$ cat src/sv/mfpr_pkg.sv
package mfpr_pkg;

    // Packet store geometry
    localparam int STORE_DEPTH = 128;
    localparam int ADDR_W      = $clog2(STORE_DEPTH);
    localparam int CNT_W       = ADDR_W + 1;
    localparam int CMP_W       = (CNT_W > 9) ? CNT_W : 9;

    // Largest payload length accepted: keeps at most 31 words after a header
    localparam int LEN_LIMIT_I = (STORE_DEPTH - 4 > 127) ? 127 : STORE_DEPTH - 4;
    localparam logic [7:0] LEN_LIMIT = 8'(LEN_LIMIT_I);

    // CRC-8 and marker constants
    localparam logic [7:0] CRC_POLY     = 8'h07;
    localparam logic [7:0] CRC_INIT     = 8'h00;
    localparam logic [7:0] CRC_ALT      = 8'd111;
    localparam logic [7:0] FIRST_RESET  = 8'h10;
    localparam logic [7:0] SECOND_RESET = 8'h24;

    // Result kinds
    localparam logic [1:0] KIND_HDR  = 2'd0;
    localparam logic [1:0] KIND_WORD = 2'd1;
    localparam logic [1:0] KIND_CRC  = 2'd2;
    localparam logic [1:0] KIND_OVF  = 2'd3;

    // Configuration register indexes
    localparam logic [1:0] CFG_FIRST  = 2'd0;
    localparam logic [1:0] CFG_SECOND = 2'd1;

    // Store write sources
    localparam logic [1:0] SRC_FIRST = 2'd0;
    localparam logic [1:0] SRC_RX    = 2'd1;
    localparam logic [1:0] SRC_HOLD  = 2'd2;

    // Commands from the controller to the datapath
    typedef struct packed {
        logic       wr_en;
        logic [1:0] wr_src;
        logic       pend_set;
        logic       pend_clr;
        logic       store_clr;
        logic       ptr_clr;
        logic       ptr_word;
        logic       rd_issue;
        logic       hdr_cap;
        logic       crc_clr;
        logic       crc_step;
        logic       word_shift;
        logic       out_load;
        logic [1:0] out_kind;
        logic       out_last;
    } dp_cmd_t;

    // Status from the datapath to the controller
    typedef struct packed {
        logic rx_first;
        logic rx_second;
        logic pending;
        logic store_empty;
        logic ovf;
        logic len_bad;
        logic crc_ok;
        logic hdr_done;
        logic crc_done;
        logic word_done;
        logic word_more;
        logic hdr_only;
        logic out_free;
    } dp_stat_t;

    // One byte through the CRC-8, MSB first
    function automatic logic [7:0] crc8_byte(input logic [7:0] crc, input logic [7:0] b);
        logic [7:0] c;
        c = crc ^ b;
        for (int i = 0; i < 8; i++) begin
            c = c[7] ? ((c << 1) ^ CRC_POLY) : (c << 1);
        end
        return c;
    endfunction

endpackage

$ cat src/sv/marker_framed_packet_receiver.sv
// Plain bytes and markers: one byte per cycle while idle; a first marker followed by another byte
// holds s_ready low while both are stored. At a delimiter: 4 header reads, each with a capture,
// 1 check, a read and CRC step per payload byte, then reads again to emit each full payload word.
// All store reads share the single read port of the packet store; each read is followed by its use.
// Synchronous active-low reset restores the marker registers to 0x10 and 0x24 and empties
// the store; no clearing pass is run, store contents stay undefined until written.
module marker_framed_packet_receiver import mfpr_pkg::*; (
    input  logic        aclk,
    input  logic        aresetn,
    input  logic        s_valid,
    output logic        s_ready,
    input  logic [7:0]  s_rx_byte,
    input  logic        cfg_valid,
    output logic        cfg_ready,
    input  logic [1:0]  cfg_index,
    input  logic [7:0]  cfg_data,
    output logic        m_valid,
    input  logic        m_ready,
    output logic [1:0]  m_kind,
    output logic [7:0]  m_client_id,
    output logic [7:0]  m_packet_type,
    output logic [7:0]  m_payload_length,
    output logic [7:0]  m_computed_crc,
    output logic [31:0] m_payload_word,
    output logic        m_last
);

    dp_cmd_t  cmd;
    dp_stat_t stat;

    // Register writes are never stalled; each lands in the cycle after it is presented
    assign cfg_ready = 1'b1;

    mfpr_ctrl u_ctrl (
        .aclk    (aclk),
        .aresetn (aresetn),
        .s_valid (s_valid),
        .s_ready (s_ready),
        .stat    (stat),
        .cmd     (cmd)
    );

    mfpr_datapath u_dp (
        .aclk             (aclk),
        .aresetn          (aresetn),
        .s_rx_byte        (s_rx_byte),
        .cfg_valid        (cfg_valid),
        .cfg_index        (cfg_index),
        .cfg_data         (cfg_data),
        .m_ready          (m_ready),
        .cmd              (cmd),
        .stat             (stat),
        .m_valid          (m_valid),
        .m_kind           (m_kind),
        .m_client_id      (m_client_id),
        .m_packet_type    (m_packet_type),
        .m_payload_length (m_payload_length),
        .m_computed_crc   (m_computed_crc),
        .m_payload_word   (m_payload_word),
        .m_last           (m_last)
    );

endmodule

$ cat src/sv/mfpr_datapath.sv
module mfpr_datapath import mfpr_pkg::*; (
    input  logic        aclk,
    input  logic        aresetn,
    input  logic [7:0]  s_rx_byte,
    input  logic        cfg_valid,
    input  logic [1:0]  cfg_index,
    input  logic [7:0]  cfg_data,
    input  logic        m_ready,
    input  dp_cmd_t     cmd,
    output dp_stat_t    stat,
    output logic        m_valid,
    output logic [1:0]  m_kind,
    output logic [7:0]  m_client_id,
    output logic [7:0]  m_packet_type,
    output logic [7:0]  m_payload_length,
    output logic [7:0]  m_computed_crc,
    output logic [31:0] m_payload_word,
    output logic        m_last
);

    logic [7:0]       first_marker_reg;
    logic [7:0]       second_marker_reg;
    logic             pending_reg;
    logic [CNT_W-1:0] count_reg;
    logic             ovf_reg;
    logic [CNT_W-1:0] ptr_reg;
    logic             m_valid_reg;

    logic [7:0]       mem [STORE_DEPTH];
    logic [7:0]       mem_q_reg;
    logic [1:0]       q_sel_reg;
    logic             q_keep_reg;
    logic [7:0]       hold_reg;
    logic [7:0]       cid_reg;
    logic [7:0]       typ_reg;
    logic [7:0]       rcrc_reg;
    logic [7:0]       len_reg;
    logic [7:0]       crc_reg;
    logic [31:0]      word_reg;

    logic [1:0]       m_kind_reg;
    logic [7:0]       m_cid_reg;
    logic [7:0]       m_typ_reg;
    logic [7:0]       m_len_reg;
    logic [7:0]       m_crc_reg;
    logic [31:0]      m_word_reg;
    logic             m_last_reg;

    logic             full;
    logic [7:0]       wr_data;
    logic [7:0]       rd_byte;
    logic [CMP_W-1:0] ptr_ext;
    logic [CMP_W-1:0] len_ext;

    assign full    = (count_reg == CNT_W'(STORE_DEPTH));
    assign rd_byte = q_keep_reg ? mem_q_reg : 8'h00;
    assign ptr_ext = CMP_W'(ptr_reg);
    assign len_ext = CMP_W'(len_reg);

    // Select the byte to store
    always_comb begin
        case (cmd.wr_src)
            SRC_FIRST: wr_data = first_marker_reg;
            SRC_RX:    wr_data = s_rx_byte;
            default:   wr_data = hold_reg;
        endcase
    end

    // Status towards the controller
    always_comb begin
        stat.rx_first    = (s_rx_byte == first_marker_reg);
        stat.rx_second   = (s_rx_byte == second_marker_reg);
        stat.pending     = pending_reg;
        stat.store_empty = (count_reg == '0) && !ovf_reg;
        stat.ovf         = ovf_reg;
        stat.len_bad     = (len_reg > LEN_LIMIT);
        stat.crc_ok      = (rcrc_reg == crc_reg) || ((crc_reg == 8'h00) && (rcrc_reg == CRC_ALT));
        stat.hdr_done    = (ptr_reg == CNT_W'(4));
        stat.crc_done    = (ptr_ext == len_ext + CMP_W'(4));
        stat.word_done   = (ptr_reg[1:0] == 2'd0);
        stat.word_more   = (ptr_ext <= len_ext);
        stat.hdr_only    = (len_reg < 8'd4);
        stat.out_free    = !m_valid_reg || m_ready;
    end

    // Packet store: one write port at the fill count, one registered read port
    always_ff @(posedge aclk) begin
        if (cmd.wr_en && !full) begin
            mem[count_reg[ADDR_W-1:0]] <= wr_data;
        end
        if (cmd.rd_issue) begin
            mem_q_reg <= mem[ptr_reg[ADDR_W-1:0]];
        end
    end

    // Control state: markers, pending flag, fill count, overflow, read pointer, output valid
    always_ff @(posedge aclk) begin
        if (!aresetn) begin
            first_marker_reg  <= FIRST_RESET;
            second_marker_reg <= SECOND_RESET;
            pending_reg       <= 1'b0;
            count_reg         <= '0;
            ovf_reg           <= 1'b0;
            ptr_reg           <= '0;
            m_valid_reg       <= 1'b0;
        end else begin
            if (cfg_valid) begin
                unique case (cfg_index)
                    CFG_FIRST:  first_marker_reg  <= cfg_data;
                    CFG_SECOND: second_marker_reg <= cfg_data;
                    default:    ;
                endcase
            end
            if (cmd.pend_set) begin
                pending_reg <= 1'b1;
            end else if (cmd.pend_clr) begin
                pending_reg <= 1'b0;
            end
            if (cmd.store_clr) begin
                count_reg <= '0;
                ovf_reg   <= 1'b0;
            end else if (cmd.wr_en) begin
                if (full) begin
                    ovf_reg <= 1'b1;
                end else begin
                    count_reg <= count_reg + CNT_W'(1);
                end
            end
            if (cmd.ptr_clr) begin
                ptr_reg <= '0;
            end else if (cmd.ptr_word) begin
                ptr_reg <= CNT_W'(4);
            end else if (cmd.rd_issue) begin
                ptr_reg <= ptr_reg + CNT_W'(1);
            end
            if (cmd.out_load) begin
                m_valid_reg <= 1'b1;
            end else if (m_ready) begin
                m_valid_reg <= 1'b0;
            end
        end
    end

    // Payload: held byte, read tags, header fields, CRC, word assembly, result register
    always_ff @(posedge aclk) begin
        if (cmd.wr_en && (cmd.wr_src == SRC_FIRST)) begin
            hold_reg <= s_rx_byte;
        end
        if (cmd.rd_issue) begin
            q_sel_reg  <= ptr_reg[1:0];
            q_keep_reg <= (ptr_reg < count_reg);
        end
        if (cmd.hdr_cap) begin
            case (q_sel_reg)
                2'd0:    cid_reg  <= rd_byte;
                2'd1:    typ_reg  <= rd_byte;
                2'd2:    rcrc_reg <= rd_byte;
                default: len_reg  <= rd_byte;
            endcase
        end
        if (cmd.crc_clr) begin
            crc_reg <= CRC_INIT;
        end else if (cmd.crc_step) begin
            crc_reg <= crc8_byte(crc_reg, rd_byte);
        end
        // shift in from the top so the first byte lands in the low lane
        if (cmd.word_shift) begin
            word_reg <= {rd_byte, word_reg[31:8]};
        end
        if (cmd.out_load) begin
            m_kind_reg <= cmd.out_kind;
            m_cid_reg  <= cid_reg;
            m_typ_reg  <= typ_reg;
            m_len_reg  <= len_reg;
            m_crc_reg  <= crc_reg;
            m_word_reg <= (cmd.out_kind == KIND_WORD) ? word_reg : 32'h0;
            m_last_reg <= cmd.out_last;
        end
    end

    assign m_valid          = m_valid_reg;
    assign m_kind           = m_kind_reg;
    assign m_client_id      = m_cid_reg;
    assign m_packet_type    = m_typ_reg;
    assign m_payload_length = m_len_reg;
    assign m_computed_crc   = m_crc_reg;
    assign m_payload_word   = m_word_reg;
    assign m_last           = m_last_reg;

endmodule

$ cat src/sv/mfpr_ctrl.sv
module mfpr_ctrl import mfpr_pkg::*; (
    input  logic     aclk,
    input  logic     aresetn,
    input  logic     s_valid,
    output logic     s_ready,
    input  dp_stat_t stat,
    output dp_cmd_t  cmd
);

    localparam logic [3:0] ST_IDLE     = 4'd0;
    localparam logic [3:0] ST_WR2      = 4'd1;
    localparam logic [3:0] ST_HDR_RD   = 4'd2;
    localparam logic [3:0] ST_HDR_USE  = 4'd3;
    localparam logic [3:0] ST_CHECK    = 4'd4;
    localparam logic [3:0] ST_CRC_LOOP = 4'd5;
    localparam logic [3:0] ST_CRC_USE  = 4'd6;
    localparam logic [3:0] ST_CRC_END  = 4'd7;
    localparam logic [3:0] ST_W_RD     = 4'd8;
    localparam logic [3:0] ST_W_USE    = 4'd9;
    localparam logic [3:0] ST_W_EMIT   = 4'd10;
    localparam logic [3:0] ST_ERR_EMIT = 4'd11;

    logic [3:0] state_reg;
    logic [3:0] state_next;

    assign s_ready = (state_reg == ST_IDLE);

    // Sequence: gather bytes, then read header, check, run CRC, walk words; overflow or bad length emits an error
    always_comb begin
        state_next = state_reg;
        cmd        = '0;
        unique case (state_reg)
            ST_IDLE: begin
                if (s_valid) begin
                    if (stat.pending) begin
                        cmd.pend_clr = 1'b1;
                        if (stat.rx_second) begin
                            if (stat.store_empty) begin
                                cmd.store_clr = 1'b1;
                            end else begin
                                cmd.ptr_clr = 1'b1;
                                cmd.crc_clr = 1'b1;
                                state_next  = ST_HDR_RD;
                            end
                        end else begin
                            // store the held-back marker, then this byte
                            cmd.wr_en  = 1'b1;
                            cmd.wr_src = SRC_FIRST;
                            state_next = ST_WR2;
                        end
                    end else if (stat.rx_first) begin
                        cmd.pend_set = 1'b1;
                    end else begin
                        cmd.wr_en  = 1'b1;
                        cmd.wr_src = SRC_RX;
                    end
                end
            end
            ST_WR2: begin
                cmd.wr_en  = 1'b1;
                cmd.wr_src = SRC_HOLD;
                state_next = ST_IDLE;
            end
            ST_HDR_RD: begin
                cmd.rd_issue = 1'b1;
                state_next   = ST_HDR_USE;
            end
            ST_HDR_USE: begin
                cmd.hdr_cap = 1'b1;
                state_next  = stat.hdr_done ? ST_CHECK : ST_HDR_RD;
            end
            ST_CHECK: begin
                state_next = (stat.ovf || stat.len_bad) ? ST_ERR_EMIT : ST_CRC_LOOP;
            end
            ST_CRC_LOOP: begin
                if (stat.crc_done) begin
                    state_next = ST_CRC_END;
                end else begin
                    cmd.rd_issue = 1'b1;
                    state_next   = ST_CRC_USE;
                end
            end
            ST_CRC_USE: begin
                cmd.crc_step = 1'b1;
                state_next   = ST_CRC_LOOP;
            end
            ST_CRC_END: begin
                if (stat.out_free) begin
                    cmd.out_load = 1'b1;
                    if (!stat.crc_ok) begin
                        cmd.out_kind  = KIND_CRC;
                        cmd.out_last  = 1'b1;
                        cmd.store_clr = 1'b1;
                        state_next    = ST_IDLE;
                    end else if (stat.hdr_only) begin
                        cmd.out_kind  = KIND_HDR;
                        cmd.out_last  = 1'b1;
                        cmd.store_clr = 1'b1;
                        state_next    = ST_IDLE;
                    end else begin
                        cmd.out_kind = KIND_HDR;
                        cmd.ptr_word = 1'b1;
                        state_next   = ST_W_RD;
                    end
                end
            end
            ST_W_RD: begin
                cmd.rd_issue = 1'b1;
                state_next   = ST_W_USE;
            end
            ST_W_USE: begin
                cmd.word_shift = 1'b1;
                state_next     = stat.word_done ? ST_W_EMIT : ST_W_RD;
            end
            ST_W_EMIT: begin
                if (stat.out_free) begin
                    cmd.out_load = 1'b1;
                    cmd.out_kind = KIND_WORD;
                    cmd.out_last = !stat.word_more;
                    if (stat.word_more) begin
                        state_next = ST_W_RD;
                    end else begin
                        cmd.store_clr = 1'b1;
                        state_next    = ST_IDLE;
                    end
                end
            end
            ST_ERR_EMIT: begin
                if (stat.out_free) begin
                    cmd.out_load  = 1'b1;
                    cmd.out_kind  = KIND_OVF;
                    cmd.out_last  = 1'b1;
                    cmd.store_clr = 1'b1;
                    state_next    = ST_IDLE;
                end
            end
            default: begin
                state_next = ST_IDLE;
            end
        endcase
    end

    always_ff @(posedge aclk) begin
        if (!aresetn) begin
            state_reg <= ST_IDLE;
        end else begin
            state_reg <= state_next;
        end
    end

endmodule

$ cat config.mk
export PLATFORM = sky130hd
export DESIGN_NAME = marker_framed_packet_receiver
export DESIGN_NICKNAME = d
export VERILOG_FILES = /design/src/sv/mfpr_pkg.sv /design/src/sv/marker_framed_packet_receiver.sv /design/src/sv/mfpr_datapath.sv /design/src/sv/mfpr_ctrl.sv
export SDC_FILE = /design/constraint.sdc
export NUM_CORES = 1
export LEC_CHECK = 0
export ABC_AREA = 1
export BUFFER_PORTS_ARGS = -buffer_cell sky130_fd_sc_hd__buf_4
export CORE_ASPECT_RATIO = 0.8
export CORE_MARGIN = 1
export CORE_UTILIZATION = 35
export DETAILED_ROUTE_END_ITERATION = 10
export PLACE_DENSITY = 0.47
export SLEW_MARGIN = 20
export SYNTH_ARGS = -nofsm -noshare
export SYNTH_HDL_FRONTEND = slang
export SYNTH_SLANG_ARGS = --single-unit
$ cat constraint.sdc
create_clock -name aclk -period 16.6 [get_ports aclk]
set_input_delay 2.49 -clock aclk [delete_from_list [all_inputs] [get_ports aclk]]
set_output_delay 2.49 -clock aclk [all_outputs]
set_load 0.05 [all_outputs]
==> results of run 1 <==
## layout by cell type (no fill, tap or decap), types with 3 or more instances in the layout
cell type	netlist	routed
sky130_fd_sc_hd__o21ai_0	581	581
sky130_fd_sc_hd__a21oi_1	68	68
sky130_fd_sc_hd__clkinv_1	3	21
sky130_fd_sc_hd__nand4_4	1	4
sky130_fd_sc_hd__nor2_1	958	954
sky130_fd_sc_hd__nor3_1	11	8
sky130_fd_sc_hd__inv_6	0	5
sky130_fd_sc_hd__clkbuf_16	0	121
sky130_fd_sc_hd__inv_2	7	8
sky130_fd_sc_hd__clkinv_4	0	5
sky130_fd_sc_hd__xor2_1	22	22
sky130_fd_sc_hd__edfxtp_1	1174	1174
sky130_fd_sc_hd__dfxtp_1	47	43
sky130_fd_sc_hd__clkinv_2	1	28
sky130_fd_sc_hd__buf_12	0	11
sky130_fd_sc_hd__nor2_2	13	14
sky130_fd_sc_hd__ha_1	21	21
sky130_fd_sc_hd__nand4_1	16	16
sky130_fd_sc_hd__or2_2	8	8
sky130_fd_sc_hd__clkbuf_1	144	24
sky130_fd_sc_hd__clkinvlp_4	0	4
sky130_fd_sc_hd__xnor2_1	22	22
sky130_fd_sc_hd__buf_4	5	117
sky130_fd_sc_hd__nor3_2	0	3
sky130_fd_sc_hd__nand3_1	150	150
sky130_fd_sc_hd__nor2_4	1	4
sky130_fd_sc_hd__o211ai_1	127	127
sky130_fd_sc_hd__nand2_1	532	532
sky130_fd_sc_hd__o22ai_1	47	47
sky130_fd_sc_hd__bufinv_16	0	13
sky130_fd_sc_hd__dfxtp_4	0	3
sky130_fd_sc_hd__inv_1	188	186
## routing by layer
| layer | share of wire | vias to the layer above | track usage |
|---|---|---|---|
| li1 | - | 15000 | - |
| met1 | 0.48 | 16200 | 0.313 |
| met2 | 0.43 | 1146 | 0.294 |
| met3 | 0.074 | 177 | 0.0423 |
| met4 | 0.020 | 0 | 0.0449 |
| met5 | 0 | - | 0 |
## cell type report
cell class,count,area [sq um]
multi-input cells,2600,12100
repair buffers,128,1100
well taps,1875,2350
inverters,199,758
diodes,2,5.00
fillers,13600,84700
flip-flops and latches,1221,36200
clock buffers,145,3120
clock inverters,76,758
## worst min-delay path by stage
stage | start | to | slack (ns)
2_1_floorplan | u_dp.cid_reg[0]$_DFFE_PP_ | u_dp.m_client_id[0]$_DFFE_PP_ | 0.40
3_3_place_gp | u_dp.typ_reg[5]$_DFFE_PP_ | u_dp.m_packet_type[5]$_DFFE_PP_ | 0.40
3_5_place_dp | u_dp.cid_reg[0]$_DFFE_PP_ | u_dp.m_client_id[0]$_DFFE_PP_ | 0.40
4_1_cts | u_dp.cid_reg[7]$_DFFE_PP_ | u_dp.m_client_id[7]$_DFFE_PP_ | 0.42
5_1_grt | u_dp.cid_reg[6]$_DFFE_PP_ | u_dp.m_client_id[6]$_DFFE_PP_ | 0.42
6_report | u_dp.cid_reg[6]$_DFFE_PP_ | u_dp.m_client_id[6]$_DFFE_PP_ | 0.42
## report_power, final
group,switching [mW],internal (mW)
registers,0.00414,3.40
logic,0.131,0.0218
clock network,1.20,1.54
## cell families (layout without fill, tap and decap cells)
kind of cell | after synthesis | after routing | synth area share
other | 1 | 3 | 0.0000751
XOR/XNOR | 44 | 44 | 0.00772
adder cells (fa/ha/maj) | 21 | 21 | 0.00526
AND/OR/NAND/NOR | 1704 | 1704 | 0.136
AO/OA/AOI/OAI | 830 | 830 | 0.0911
flip-flops | 1221 | 1221 | 0.725
buffers and inverters | 432 | 548 | 0.0347
## per-stage QoR
step	hold WS, ns	utilization	std cells
5_1_grt	0.420	0.399	6244
3_5_place_dp	0.405	0.372	6023
2_1_floorplan	0.400	-	4253
3_3_place_gp	0.403	0.372	6023
4_1_cts	0.421	0.399	6244
6_report	0.417	0.400	6246
## worst max-delay path, stage by stage
cell	delay [ns]
sky130_fd_sc_hd__buf_4	0.13
sky130_fd_sc_hd__inv_1	0.07
sky130_fd_sc_hd__nand2_1	0.05
sky130_fd_sc_hd__nand4_1	0.13
sky130_fd_sc_hd__nor2_1	0.07
sky130_fd_sc_hd__nand2_1	0.16
sky130_fd_sc_hd__nand2_1	0.11
sky130_fd_sc_hd__nand3_2	0.10
sky130_fd_sc_hd__nand2_2	0.16
sky130_fd_sc_hd__clkinv_2	0.29
sky130_fd_sc_hd__nand4_4	0.76
sky130_fd_sc_hd__nor2_1	0.92
==> insert_results.sql, run 1 <==
INSERT INTO impl_metrics (metric_group, metric, value, unit) VALUES
('status', 'status', 'completed', ''),
('synthesis', 'synth.top_cells.by_area', 'sky130_fd_sc_hd__edfxtp_1, sky130_fd_sc_hd__nor2_1, sky130_fd_sc_hd__o21ai_0, sky130_fd_sc_hd__nand2_1, sky130_fd_sc_hd__o211ai_1', ''),
('sta', 'report.final.hold_viol_count', '0', ''),
('critical_path', 'worstReg2RegStart', 'u_dp.ptr_reg[0]$_SDFFE_PP0P_', ''),
('clock_network', 'cts_resized', '0', ''),
('synthesis', 'post-synth-top-count-cell', 'sky130_fd_sc_hd__edfxtp_1', ''),
('critical_path', 'reg2reg_depth', '13', ''),
('detailed_routing', 'drt_pass_1_iters', '5', ''),
('global_routing', 'vias_in_the_first_global_route', '31500', ''),
('critical_path', 'critPathCaptureType', 'flop', ''),
('synthesis', 'synthesis.instances', '4253', ''),
('floorplanning', 'pin_count', '93', ''),
('clock_network', 'clk-insertion-delay-late', '0.76', 'ns'),
('sta', 'final_critical_period', '5.09', 'ns'),
('clock_network', 'post-cts-setup-buffer-count', '0', ''),
('placement', 'post-place-ws', '10.71', 'ns'),
('sta', 'skew', '0.0360', 'ns'),
('flow_run', 'count_of_max_cap_constraint_violations', '0', ''),
('floorplanning', 'initial_utilization', '0.354', ''),
('clock_network', 'tritoncts_clock_tree', 'yes', ''),
('floorplanning', 'floorplan.rows', '123', ''),
('critical_path', 'crit_fanout', '16', ''),
('min_path', 'worstHoldPathCells', '0', ''),
('layout', 'largest_reg_flops', '1024', ''),
('placement', 'placed_cell_area', '52500', 'sq um'),
('sta', 'finalSetupViolCount', '0', ''),
('floorplanning', 'design.core.area', '141000', 'sq um'),
('synthesis', 'synth_largest_type_area_fraction', '0.706', ''),
('clock_network', 'clock_tree.root_cell', 'sky130_fd_sc_hd__clkbuf_16', ''),
('critical_path', 'critPathRequiredTime', '16.96', 'ns'),
('sta', 'max_slew_margin', '0.262', ''),
('placement', 'port_buffers', '91', ''),
('synthesis', 'syn-num-nets', '4297', ''),
('detailed_routing', 'drt-wirelength-per-cell', '23.9', 'um'),
('clock_network', 'cts_made_buffers', '119', ''),
('synthesis', 'number_of_flip_flops_and_latches_in_the_synthesized_netlist', '1221', ''),
('layout', 'drive_gt1_frac', '0.0829', ''),
('global_routing', 'global_route_wire_length_before_repair', '217000', 'um'),
('detailed_routing', 'antenna_violating_nets_remaining', '0', ''),
('synthesis', 'seq_area_frac_synth', '0.725', ''),
('clock_network', 'max-clock-path-buffers', '3', ''),
('critical_path', 'critPathArrivalTime', '5.44', 'ns'),
('synthesis', 'post_synth_instance_area', '49900', 'sq um'),
('synthesis', 'yosysUniqueCellTypes', '42', ''),
('synthesis', 'synth.yosys.warnings', '0', ''),
('sta', 'fin_tns_setup', '0', 'ns'),
('clock_network', 'cts.reportedPaths.clkPinSlew', '0.06', 'ns'),
('synthesis', 'synth.top_cells.by_count', 'sky130_fd_sc_hd__edfxtp_1, sky130_fd_sc_hd__nor2_1, sky130_fd_sc_hd__o21ai_0', ''),
('clock_network', 'cts_sinks', '1221', ''),
('global_routing', 'global_route.usage.total', '0.204', ''),
('clock_network', 'htree_levels', '3', ''),
('placement', 'place.detailed.hpwl', '83400', 'um'),
('floorplanning', 'die_x', '424', 'um'),
('detailed_routing', 'route.vias.total', '32500', ''),
('placement', 'gp_congestion', '0.830', ''),
('clock_network', 'postCtsHoldBufs', '0', ''),
('power', 'power.density', '112', 'nW/um^2'),
('sta', 'timing.final.max_slew_violations', '0', ''),
('power', 'power.static_leakage', '19.3', 'nW'),
('layout', 'area.growth.synth_to_final', '12.9', '%'),
('power', 'report.power.total', '6.30', 'mW'),
('layout', 'fin_nets', '4313', ''),
('floorplanning', 'die-height', '340', 'um'),
('sta', 'timing.final.ws_setup', '11.51', 'ns'),
('critical_path', 'critical_path.endpoint', 'u_dp.mem[60][6]$_DFFE_PP_', ''),
('layout', 'final_design_area_no_fill', '56400', 'sq um'),
('sta', 'worst_slew_pin_slew', '1.10', 'ns'),
('synthesis', 'syn_avg_cell_area', '11.7', 'sq um'),
('min_path', 'hold_path_class', 'flop to flop', ''),
('global_routing', 'initial_antenna_violation_count', '3', ''),
('sta', 'max_clock_freq', '0.197', 'GHz');
(Power assumes the default switching activity.)
==> inputs of run 2 (changes only) <==
--- a/config.mk
+++ b/config.mk
@@ -5,7 +5,7 @@
 export SDC_FILE = /design/constraint.sdc
 export NUM_CORES = 1
 export LEC_CHECK = 0
-export ABC_AREA = 1
+export ABC_AREA = 0
 export BUFFER_PORTS_ARGS = -buffer_cell sky130_fd_sc_hd__buf_4
 export CORE_ASPECT_RATIO = 0.8
 export CORE_MARGIN = 1
==> constraint.sdc (replaced) <==
create_clock -name aclk -period 4.94 [get_ports aclk]
set_input_delay 0.741 -clock aclk [delete_from_list [all_inputs] [get_ports aclk]]
set_output_delay 0.741 -clock aclk [all_outputs]
set_load 0.05 [all_outputs]
==> insert_results.sql, run 2 <==
INSERT INTO impl_metrics (metric_group, metric, value, unit) VALUES
('detailed_routing', 'wirelength', '128000', 'um'),
('detailed_routing', 'drt_pass_1_iters', '6', ''),
('synthesis', 'synth_edf_count', '1174', ''),
('placement', 'port_buffers', '91', ''),
('power', 'power.static_leakage', '17.4', 'nW'),
('detailed_routing', 'drt-wirelength-per-cell', '28.4', 'um'),
('floorplanning', 'die_x', '415', 'um'),
('global_routing', 'initial_antenna_violation_count', '2', ''),
('critical_path', 'critical_path.slowest_cell', 'sky130_fd_sc_hd__a21oi_1', ''),
('synthesis', 'synth.top_cells.by_area', 'sky130_fd_sc_hd__edfxtp_1, sky130_fd_sc_hd__mux4_2, sky130_fd_sc_hd__dfxtp_1, sky130_fd_sc_hd__nor2_1, sky130_fd_sc_hd__nand2_1', ''),
('synthesis', 'syn_avg_cell_area', '20.0', 'sq um'),
('clock_network', 'clk-insertion-delay-late', '0.73', 'ns'),
('global_routing', 'maximum_number_of_pins_on_one_net_before_global_route_repair', '69', ''),
('critical_path', 'reg2reg_depth', '7', ''),
('layout', 'area.growth.synth_to_final', '16.6', '%'),
('sta', 'final_critical_period', '4.13', 'ns'),
('floorplanning', 'floorplan.rows', '120', ''),
('detailed_routing', 'route.vias.total', '24000', ''),
('synthesis', 'primary_ff_master_synth', 'sky130_fd_sc_hd__edfxtp_1', ''),
('clock_network', 'tritoncts_clock_tree', 'yes', ''),
('power', 'power.switching_fraction', '0.201', ''),
('synthesis', 'yosysUniqueCellTypes', '67', ''),
('clock_network', 'cts_resized', '0', ''),
('layout', 'largest_reg_flops', '1024', ''),
('flow_run', 'count_of_max_cap_constraint_violations', '0', ''),
('synthesis', 'synth.yosys.warnings', '0', ''),
('sta', 'report.final.hold_viol_count', '0', ''),
('critical_path', 'critPathArrivalTime', '4.47', 'ns'),
('critical_path', 'worst_setup_path_startpoint', 'u_ctrl.state_reg[2]$_SDFFE_PN0P_', ''),
('power', 'power.share.combinational', '0.020', ''),
('status', 'status', 'completed', ''),
('power', 'pwr-share-seq', '0.531', ''),
('detailed_routing', 'detail_route.drc_violations', '0', ''),
('sta', 'fin_tns_setup', '0', 'ns'),
('critical_path', 'cp_cell_sequence', 'nor4_4 > nand3_1 > a21oi_1 > or3_1 > nand4_1 > buf_4 > nor2_1', ''),
('synthesis', 'post-synth-top-area-cell', 'sky130_fd_sc_hd__edfxtp_1', ''),
('synthesis', 'synth.top_cells.by_count', 'sky130_fd_sc_hd__edfxtp_1, sky130_fd_sc_hd__mux4_2, sky130_fd_sc_hd__nor2_1', ''),
('power', 'power.share.clock', '0.448', ''),
('min_path', 'hold_path_class', 'input port to flop', ''),
('sta', 'max_clock_freq', '0.242', 'GHz'),
('floorplanning', 'die_area', '138000', 'sq um'),
('min_path', 'timing.hold.worst.start', 's_rx_byte[6]', ''),
('floorplanning', 'die-height', '333', 'um'),
('clock_network', 'cts_sinks', '1221', ''),
('global_routing', 'global_route_wire_length_before_repair', '184000', 'um'),
('layout', 'fin_nets', '2673', ''),
('placement', 'place.detailed.hpwl', '84000', 'um'),
('layout', 'layout.cells.most_common', 'sky130_fd_sc_hd__edfxtp_1', ''),
('sta', 'timing.final.max_slew_violations', '0', ''),
('synthesis', 'seq_area_frac_synth', '0.757', ''),
('critical_path', 'crit_fanout', '15', ''),
('detailed_routing', 'detail_route.vias_per_cell', '5.33', ''),
('floorplanning', 'pin_count', '93', ''),
('synthesis', 'post-synth-top-count-cell', 'sky130_fd_sc_hd__edfxtp_1', ''),
('power', 'netSwitchingPower', '4.32', 'mW'),
('synthesis', 'ys_async_sr_fraction', '0', ''),
('critical_path', 'critPathRequiredTime', '5.28', 'ns'),
('clock_network', 'cts.reportedPaths.clkPinSlew', '0.06', 'ns'),
('sta', 'max_slew_margin', '0.314', ''),
('critical_path', 'critPathCaptureType', 'flop', ''),
('global_routing', 'grt_overflow_total', '0', ''),
('synthesis', 'post_synth_instance_area', '47800', 'sq um'),
('floorplanning', 'initial_utilization', '0.355', ''),
('min_path', 'worstHoldPathCells', '1', ''),
('clock_network', 'htree_levels', '3', ''),
('placement', 'post-place-ws', '0.583', 'ns'),
('placement', 'gp_congestion', '0.859', ''),
('layout', 'layout_common_cells', 'sky130_fd_sc_hd__edfxtp_1, sky130_fd_sc_hd__mux4_2, sky130_fd_sc_hd__buf_4', ''),
('synthesis', 'number_of_flip_flops_and_latches_in_the_synthesized_netlist', '1221', ''),
('floorplanning', 'design.core.area', '135000', 'sq um'),
('global_routing', 'global_route.usage.total', '0.185', ''),
('sta', 'timing.final.ws_setup', '0.809', 'ns'),
('critical_path', 'critical-path-max-stage-delay', '0.73', 'ns'),
('clock_network', 'clock_tree.root_cell', 'sky130_fd_sc_hd__clkbuf_16', ''),
('global_routing', 'vias_in_the_first_global_route', '24400', ''),
('clock_network', 'cts_made_buffers', '120', ''),
('sta', 'finalSetupViolCount', '0', ''),
('layout', 'num_antenna_cells', '0', ''),
('power', 'internal_power', '17.1', 'mW'),
('sta', 'setup_repair_after_global_routing_missed_its_margin', 'no', ''),
('critical_path', 'worstReg2RegStart', 'u_ctrl.state_reg[2]$_SDFFE_PN0P_', ''),
('critical_path', 'worst-setup-path-type', 'flop to flop', ''),
('sta', 'worst_slew_pin_slew', '1.02', 'ns'),
('sta', 'skew', '0.0225', 'ns'),
('clock_network', 'max-clock-path-buffers', '3', ''),
('layout', 'drive_gt1_frac', '0.273', ''),
('critical_path', 'worst_setup_path_start_kind', 'flop', ''),
('synthesis', 'synthesis.instances', '2387', ''),
('clock_network', 'post-cts-setup-buffer-count', '0', ''),
('detailed_routing', 'drt_iter0_markers', '2427', ''),
('power', 'maximum_vdd_drop', '304', 'uV'),
('power', 'power.density', '384', 'nW/um^2'),
('synthesis', 'synth_largest_type_area_fraction', '0.737', ''),
('sta', 'finalCritPeriodShare', '0.836', ''),
('synthesis', 'syn-num-nets', '2431', ''),
('detailed_routing', 'antenna_violating_nets_remaining', '0', ''),
('clock_network', 'postCtsHoldBufs', '0', '');
run 2: routing by layer:
layer	wire [um]	GRT usage	part of all wire	vias to the layer above
li1	-	-	-	10200
met1	61000	0.286	0.48	12900
met2	56600	0.271	0.44	769
met3	8110	0.0354	0.063	154
met4	2300	0.0387	0.018	2
met5	13	0	0.00010	-
run 2: logic make-up (layout without fill, tap and decap cells):
logic type,Yosys count,count (layout),share of synthesized area
multiplexers,325,325,0.147
AND/OR/NAND/NOR,479,479,0.0464
XOR/XNOR,69,69,0.0126
other,1,1,0.0000784
AO/OA/AOI/OAI,129,129,0.0189
buffers and inverters,142,488,0.0132
flip-flops,1221,1221,0.757
adder cells (fa/ha/maj),21,21,0.00549
run 2: cell type report:
type / instances / area, sq um
inverters: 26 / 98.8
fillers: 11700 / 78900
repair buffers: 236 / 2030
clock buffers: 143 / 3150
multi-input cells: 1024 / 11100
well taps: 1769 / 2210
flip-flops and latches: 1221 / 36200
clock inverters: 83 / 965
run 2: worst max-delay path: cells and delay by family (launching register included):
| kind | cells | cell delay (ns) |
|---|---|---|
| compound gates | 1 | 0.73 |
| flops | 1 | 0.47 |
| simple gates | 5 | 2.11 |
| buf+inv | 1 | 0.40 |
run 2: path summary, 6_finish.rpt:
path / slack [ns] / end
worst max-delay path: 0.81 / u_dp.mem[39][4]$_DFFE_PP_
worst min-delay path: 0.24 / u_dp.hold_reg[6]$_DFFE_PP_
worst max register to register: 0.81 / u_dp.mem[39][4]$_DFFE_PP_
worst min register to register: 0.42 / u_dp.m_packet_type[4]$_DFFE_PP_
run 2: power groups by stage:
stage	clock, mW	sequential, mW	combinational [mW]
2_1_floorplan	0	11.6	0.174
3_3_place_gp	0	11.6	0.440
3_5_place_dp	0	11.6	0.450
4_1_cts	9.79	11.4	0.450
5_1_grt	10.1	11.4	0.468
6_report	9.61	11.4	0.439
run 2: per-stage QoR:
| step | power, mW | instance area [sq um] | hold slack [ns] | cells | util |
|---|---|---|---|---|---|
| finish | 21.4 | 55800 | 0.242 | 4502 | 0.414 |
| global route | 22.0 | 55800 | 0.205 | 4502 | 0.414 |
| CTS | 21.6 | 55800 | 0.182 | 4502 | 0.414 |
| detailed placement | 12.1 | 51600 | 0.405 | 4276 | 0.383 |
| global placement | 12.1 | 51600 | 0.403 | 4276 | 0.383 |
| floorplan | 11.8 | 47800 | 0.400 | 2387 | - |
